File: src/hdl/sctg_pkg.sv
`timescale 1ns / 1ps
`default_nettype none
package sctg_pkg;
    // configuration register indexes
    localparam logic [2:0] REG_RADIUS     = 3'd0;
    localparam logic [2:0] REG_SLICE_CNT  = 3'd1;
    localparam logic [2:0] REG_STACK_CNT  = 3'd2;
    localparam logic [2:0] REG_SLICE_STEP = 3'd3;
    localparam logic [2:0] REG_STACK_STEP = 3'd4;

    // one vertex word on the result side
    typedef struct packed {
        logic signed [23:0] pos_x;
        logic signed [23:0] pos_y;
        logic signed [23:0] pos_z;
        logic signed [15:0] norm_x;
        logic signed [15:0] norm_y;
        logic signed [15:0] norm_z;
        logic               triangle_sel;
        logic [1:0]         corner;
        logic               index_error;
        logic               last;
    } t_vertex;

    // quarter-wave sine entry, Q1.15, from the Taylor series in Q30
    function automatic logic [15:0] qsine_entry(input int unsigned k, input int unsigned quarter);
        logic [63:0] x, x2, term, sum, q;
        x = (64'(k) * 64'd1686629713) / 64'(quarter);
        x2 = (x * x) >> 30;
        term = x;
        sum = x;
        for (int n = 1; n <= 9; n++) begin
            term = ((term * x2) >> 30) / 64'((2 * n) * (2 * n + 1));
            if (n % 2 == 1) sum = sum - term;
            else sum = sum + term;
        end
        q = (sum + 64'd16384) >> 15;
        if (q > 64'd32767) q = 64'd32767;
        return q[15:0];
    endfunction
endpackage
`default_nettype wire

File: src/hdl/sctg_serializer.sv
`timescale 1ns / 1ps
`default_nettype none
// Holds one finished cell and sends its six vertex words, or one error word, with an output register.
module sctg_serializer (
    input  wire         i_clk,
    input  wire         i_rst_n,
    input  wire         i_valid,
    output logic        o_take,
    input  wire         i_err,
    input  wire  signed [23:0] i_px [4],
    input  wire  signed [23:0] i_py [4],
    input  wire  signed [23:0] i_pz [4],
    input  wire  signed [15:0] i_nx [2],
    input  wire  signed [15:0] i_ny [2],
    input  wire  signed [15:0] i_nz [2],
    output logic        o_valid,
    input  wire         i_ready,
    output sctg_pkg::t_vertex o_word
);
    import sctg_pkg::*;
    logic r_full, r_err;
    logic [2:0] r_cnt;
    logic signed [23:0] r_px [4], r_py [4], r_pz [4];
    logic signed [15:0] r_nx [2], r_ny [2], r_nz [2];
    logic out_free, emit, done;
    logic [1:0] pv;
    logic nv;
    t_vertex n_word;

    assign out_free = !o_valid || i_ready;
    assign emit = r_full && out_free;
    assign done = emit && (r_err || r_cnt == 3'd5);
    assign o_take = !r_full || done;

    // vertex order P1 P2 P3 / P2 P4 P3
    always_comb begin
        case (r_cnt)
            3'd0: pv = 2'd0;
            3'd1: pv = 2'd1;
            3'd2: pv = 2'd2;
            3'd3: pv = 2'd1;
            3'd4: pv = 2'd3;
            default: pv = 2'd2;
        endcase
        nv = (r_cnt >= 3'd3);
        n_word = '0;
        if (r_err) begin
            n_word.index_error = 1'b1;
            n_word.last = 1'b1;
        end else begin
            n_word.pos_x = r_px[pv];
            n_word.pos_y = r_py[pv];
            n_word.pos_z = r_pz[pv];
            n_word.norm_x = r_nx[nv];
            n_word.norm_y = r_ny[nv];
            n_word.norm_z = r_nz[nv];
            n_word.triangle_sel = nv;
            n_word.corner = nv ? 2'(r_cnt - 3'd3) : r_cnt[1:0];
            n_word.last = (r_cnt == 3'd5);
        end
    end

    always_ff @(posedge i_clk) begin
        if (!i_rst_n) begin
            r_full <= 1'b0;
            r_cnt <= '0;
            o_valid <= 1'b0;
        end else begin
            if (o_take) begin
                r_full <= i_valid;
                r_cnt <= '0;
            end else if (emit) begin
                r_cnt <= r_cnt + 3'd1;
            end
            if (emit) o_valid <= 1'b1;
            else if (i_ready) o_valid <= 1'b0;
        end
        if (emit) o_word <= n_word;
        if (o_take) begin
            r_err <= i_err;
            r_px <= i_px; r_py <= i_py; r_pz <= i_pz;
            r_nx <= i_nx; r_ny <= i_ny; r_nz <= i_nz;
        end
    end
endmodule
`default_nettype wire

File: config.mk
export PLATFORM = sky130hd
export DESIGN_NAME = sctg_serializer
export DESIGN_NICKNAME = d
export VERILOG_FILES = /design/src/hdl/sctg_pkg.sv /design/src/hdl/sctg_serializer.sv
export SDC_FILE = /design/constraint.sdc
export NUM_CORES = 1
export LEC_CHECK = 0
export ABC_AREA = 1
export BUFFER_PORTS_ARGS = -buffer_cell sky130_fd_sc_hd__buf_4
export CAP_MARGIN = 20
export CORE_MARGIN = 4
export CORE_UTILIZATION = 29
export CTS_CLUSTER_SIZE = 10
export DETAILED_ROUTE_END_ITERATION = 16
export GPL_TIMING_DRIVEN = 1
export HOLD_SLACK_MARGIN = 0.12
export PLACE_DENSITY = 0.5
export SYNTH_ARGS = -nofsm -noshare
export SYNTH_HDL_FRONTEND = slang
export SYNTH_SLANG_ARGS = --single-unit
export TNS_END_PERCENT = 30
File: constraint.sdc
create_clock -name i_clk -period 10.8 [get_ports i_clk]
set_input_delay 1.08 -clock i_clk [delete_from_list [all_inputs] [get_ports i_clk]]
set_output_delay 1.08 -clock i_clk [all_outputs]
set_load 0.02 [all_outputs]
* Yosys cells after proc, flatten, opt, wreduce, memory -nomap -nowiden
Cells that the tools add are included.
Word-level totals: logic and storage cells 78, output and inout port bits 127, register bits 515
Cells by class: bitwise gates (word level) 3, eq/ne operators 4, reductions and logical operators 11, order comparisons 3, multiplexer cells 23, add/subtract/negate cells 2
Operators by type and width (count):
- binary-select mux 24 bit (select 2 bit) | 3
- two-way mux 16 bit | 9
- two-way mux 24 bit | 6
- == test 3 bit (second input constant) | 2
- one-hot mux 2 bit (3 select lines) | 1
- OR reduction 2 bit | 2
- adder 3 x 1 -> 3 bit (second input constant) | 1
- == test 3 x 1 -> 1 bit (second input constant) | 1
- == test 3 x 2 -> 1 bit (second input constant) | 1
- greater-or-equal comparator 3 x 2 -> 1 bit (second input constant) | 1
- greater-or-equal comparator 3 bit (second input constant) | 1
- zero test 3 bit | 1
- logical OR 1 bit | 3
- two-way mux 1 bit | 3
- NOT 2 -> 3 bit | 1
- greater-or-equal comparator 2 bit (second input constant) | 1
- logical AND 1 bit | 2
- zero test 1 bit | 2
- two-way mux 2 bit | 1
- NOT 1 -> 2 bit | 1
- nonzero test 2 bit | 1
- subtractor 2 bit (second input constant) | 1
- NOT 1 bit | 1

* Logic depth before layout (Yosys ltp)
word-level depth 7, mapped depth 9, depth with buffers taken out 8

* Worst setup path after synthesis
No wires, ideal clock.
path kind in2out, start input i_ready, end output o_take, path buffers 0, slack 897 ps, arrival time 8823 ps, stages on the path 4, data required time 9720 ps, cells stage by stage inv_1 nand2_1 a21oi_1 inv_1
Between the ends: cells in the longest elaborated chain, start to end 4
RTL lines:
- start: declaration | RTL line sctg_serializer.sv:17 | input wire i_ready,
- logical OR 1 bit | RTL line sctg_serializer.sv:30 | assign out_free = !o_valid || i_ready;
- logical AND 1 bit | RTL line sctg_serializer.sv:31 | assign emit = r_full && out_free;
- logical AND 1 bit | RTL line sctg_serializer.sv:32 | assign done = emit && (r_err || r_cnt == 3'd5);
- logical OR 1 bit | RTL line sctg_serializer.sv:33 | assign o_take = !r_full || done;
- end: declaration | RTL line sctg_serializer.sv:8 | output logic o_take,
Every way passes these cells.

* Final worst setup path
start register r_cnt[0], end register o_word[58] (netlist name), data pin
Between the ends: cells in the longest elaborated chain, start to end 7, elaborated cells between the ends (all ways) 10, those cells by class 3 x eq/ne; 4 x mux; 1 x bitwise; 2 x reduce/logical
RTL lines:
- start: declaration | RTL line sctg_serializer.sv:22 | logic [2:0] r_cnt;
- start signal: assignment | RTL line sctg_serializer.sv:73 | r_cnt <= r_cnt + 3'd1;
- == test 3 x 2 -> 1 bit or == test 3 x 1 -> 1 bit (tied branches) | RTL line sctg_serializer.sv:37 | case (r_cnt)
- OR reduction 2 bit (no line)
- one-hot mux 2 bit (3 select lines) * | RTL line sctg_serializer.sv:37
- NOT 2 -> 3 bit (implied by the code) * | RTL line sctg_serializer.sv:53 | n_word.pos_z = r_pz[pv];
- binary-select mux 24 bit (select 2 bit) * | RTL line sctg_serializer.sv:53
- two-way mux 24 bit (implied by the code) * (2 in a row) | RTL line sctg_serializer.sv:53
- end signal: assignment | RTL line sctg_serializer.sv:78 | if (emit) o_word <= n_word;
- end: declaration | RTL line sctg_serializer.sv:18 | output sctg_pkg::t_vertex o_word
Mark *: on every way between the ends. The rest lies on a longest branch, timed or not. The select of a mux whose other input is x is not followed. A chain may end at the register's enable or synchronous reset.

==> qor.yml <==
synth.distinct_cells: 23
yosys_warnings: 0
core_um2: 68700
gp_congestion: 0.797
cts.htree.levels: 2
cts.sinks: 515
p_leak_nw: 11.6
clkLatencyLatePin_ns: 0.63
grt_pass1_wl_um: 88500
firstDrtPassIters: 5
cp.required_ns: 11.22
cts_tree: "done"
drv_cap: 0
syn_area_um2: 20100
critical_path_class: "flop to flop"
reg2reg_from: "r_cnt[0]"
end_kind: "flop"
clk_pin_slew_ns: 0.06
hp-class: "flop to flop"
tightest_slew_ns: 1.22
antenna_left: 0
ys_seq_elements: 515
rsz0062_at_grt: "no"
start_util_pct: 29.3
hold_viol: 0
rows: 96
die_area_um2: 73700
final_nets: 2485
area_growth_syn_to_layout_pct: 32.5
peakVddDrop_mv: 0.120
seq_area_frac_synth_pct: 76.6
drt_iter0_markers: 798
timing.rr.end: "o_word[58]"
ios: 516
synth_fp_nets: 1978
cts_setup_buffers: 0
pwr_density_cell_nw_per_um2: 179
drc_errors: 0
via_per_inst: 4.39
grtUsageTotal_pct: 15.9
die_y_um: 271
arrival_ns: 4.39
tns_ns: 0
clock.fmax_mhz: 252
intPower_mw: 3.67
whs_endpoint: "o_valid"
setup_viol: 0
clkPwrFrac_pct: 39.3
drt_wl_total_um: 61000
syn_avg_cell_area_um2: 12.7
grt_antenna_before_repair: 6
seq_power_share_pct: 51.4
whs_path_depth: 2
hpwlAfterDp_um: 39900
comb_power_share_pct: 9.3
numCtsBuffers: 61
relSlewSlack_pct: 18.9
fin_crit_ns: 3.97
hp-start: "r_full"
power_switching_mw: 1.09
syn_inst: 1585
power.share.switching_pct: 23.0
wl_per_cell_um: 19.9
portBuffers: 515
fin_crit_sh_pct: 36.8
r2r_slack_ns: 6.83
r2r_cells: 9
status: "finished, final reports clean"
fp.dieW_um: 271
cts.root.buffer_cell: "clkbuf_16"
cts.path.max_buffers: 3
drv_slew: 0
cts-resized-gates: 0
hold_buffers: 0
vias: 13500
clock_skew_ns: 0.0359
crit_fanout: 78
critical_path.startpoint_type: "flop"
drive_above_1_share_pct: 28.6
grt_overflow: 0
grt_max_degree: 170
whs_ns: 0.494
grt_pass1_vias: 13700
==> placed cells by master (no fill, tap or decap) <==
cell type     n
inv_2         2
nand2_1     233
clkbuf_1     26
clkinv_8      1
inv_8         1
edfxtp_1    510
buf_12        1
clkbuf_8      1
a21oi_1      77
bufinv_16     1
dfxtp_1       5
buf_4       526
nand3_1     144
nor2_1       99
nand3_4       1
ha_1          4
inv_6         1
or2_2         1
clkinv_1      6
clkinvlp_4    1
clkbuf_16    62
inv_16        1
a211oi_1      1
a21boi_0      1
inv_1       294
nand3_2       1
o21ai_0      49
nand4_1      72
clkinv_2      4
nand2_4       4
diode_2       6
==> stage by stage <==
step | power (mW) | cell area (um2) | cells | setup slack [ns] | utilization (%)
final | 4.76 | 26700 | 3067 | 6.83 | 38.8
after global routing | 4.96 | 26700 | 3066 | 6.55 | 38.8
after CTS | 4.83 | 26700 | 3061 | 6.64 | 38.8
after detailed placement | 2.94 | 24900 | 2960 | 6.68 | 36.2
after global placement | 2.94 | 24900 | 2960 | 6.86 | 36.2
after floorplan | 2.72 | 20100 | 1585 | 0.897 | -
==> area by class of cell <==
class	instances	area [um2]
Fill cell	6728	42000
Sequential cell	515	15400
Timing Repair Buffer	527	3970
Multi-Input combinational cell	687	3190
Clock buffer	89	1660
Tap cell	931	1160
Inverter	300	1140
Clock inverter	12	106
Antenna cell	6	15.0
==> worst max path at each step <==
stage / start / end / slack (ns) / depth (start not counted)
floorplan: i_ready / o_take / 0.90 / 4
global placement: r_cnt[0] / o_word[116] / 6.86 / 9
detailed placement: r_cnt[0] / o_word[119] / 6.68 / 9
CTS: r_cnt[0] / o_word[58] / 6.64 / 9
global route: r_cnt[0] / o_word[55] / 6.55 / 9
finish: r_cnt[0] / o_word[58] / 6.83 / 9
==> synthesized netlist by cell type <==
cell type / count / area, um2
buf_2: 30 / 150
a211oi_1: 1 / 7.51
nand3_4: 1 / 17.5
nand3_2: 1 / 10.0
nand2_1: 234 / 878
nand3_1: 144 / 721
edfxtp_1: 510 / 15300
buf_6: 5 / 56.3
a21boi_0: 1 / 7.51
nand2_2: 1 / 6.26
ha_1: 4 / 50.1
inv_2: 4 / 15.0
or2_2: 1 / 6.26
buf_1: 12 / 45.0
clkbuf_1: 31 / 116
a21oi_1: 77 / 385
nand4_1: 72 / 450
o21ai_0: 49 / 245
nor2_1: 99 / 372
buf_4: 5 / 37.5
inv_1: 296 / 1110
nand2_4: 2 / 22.5
dfxtp_1: 5 / 100
==> per-layer routing <==
layer,wire [um],up-vias,track usage [%]
met3,4820,96,4.91
met2,31200,456,27.8
met1,23400,6507,18.6
li1,-,6396,-
met5,20,-,0
met4,1490,2,5.13
==> registers in the layout, summed over array words and instances, names as in the netlist, 3 cells and up <==
name,flops
r_nz,32
r_cnt,3
r_nx,32
r_ny,32
o_word,125
r_pz,96
r_py,96
r_px,96
==> cell families after synthesis <==
family                     count (synthesis)  synth area share (%)
and+or+nand+nor                          555                  12.3
AOI/OAI and AO/OA                        128                  3.21
buffers and inverters                    383                  7.61
DFF                                      515                  76.6
adders and majority gates                  4                 0.249
==> power groups by stage <==
stage	Sequential (mW)	Combinational, mW	Clock, mW
floorplan	2.56	0.157	0
global placement	2.49	0.453	0
detailed placement	2.49	0.455	0
CTS	2.45	0.456	1.93
global route	2.46	0.489	2.01
finish	2.45	0.445	1.87
==> worst max-delay path, cell delays in order, from the launching register on <==
cell,delay [ns]
dfxtp_1,0.37
ha_1,0.23
ha_1,0.21
clkinv_2,0.05
buf_4,0.68
nand3_4,0.96
buf_4,0.71
nand2_1,0.19
nand3_1,0.09
a21oi_1,0.19
No activity file was read; power rests on OpenSTA's default activity.
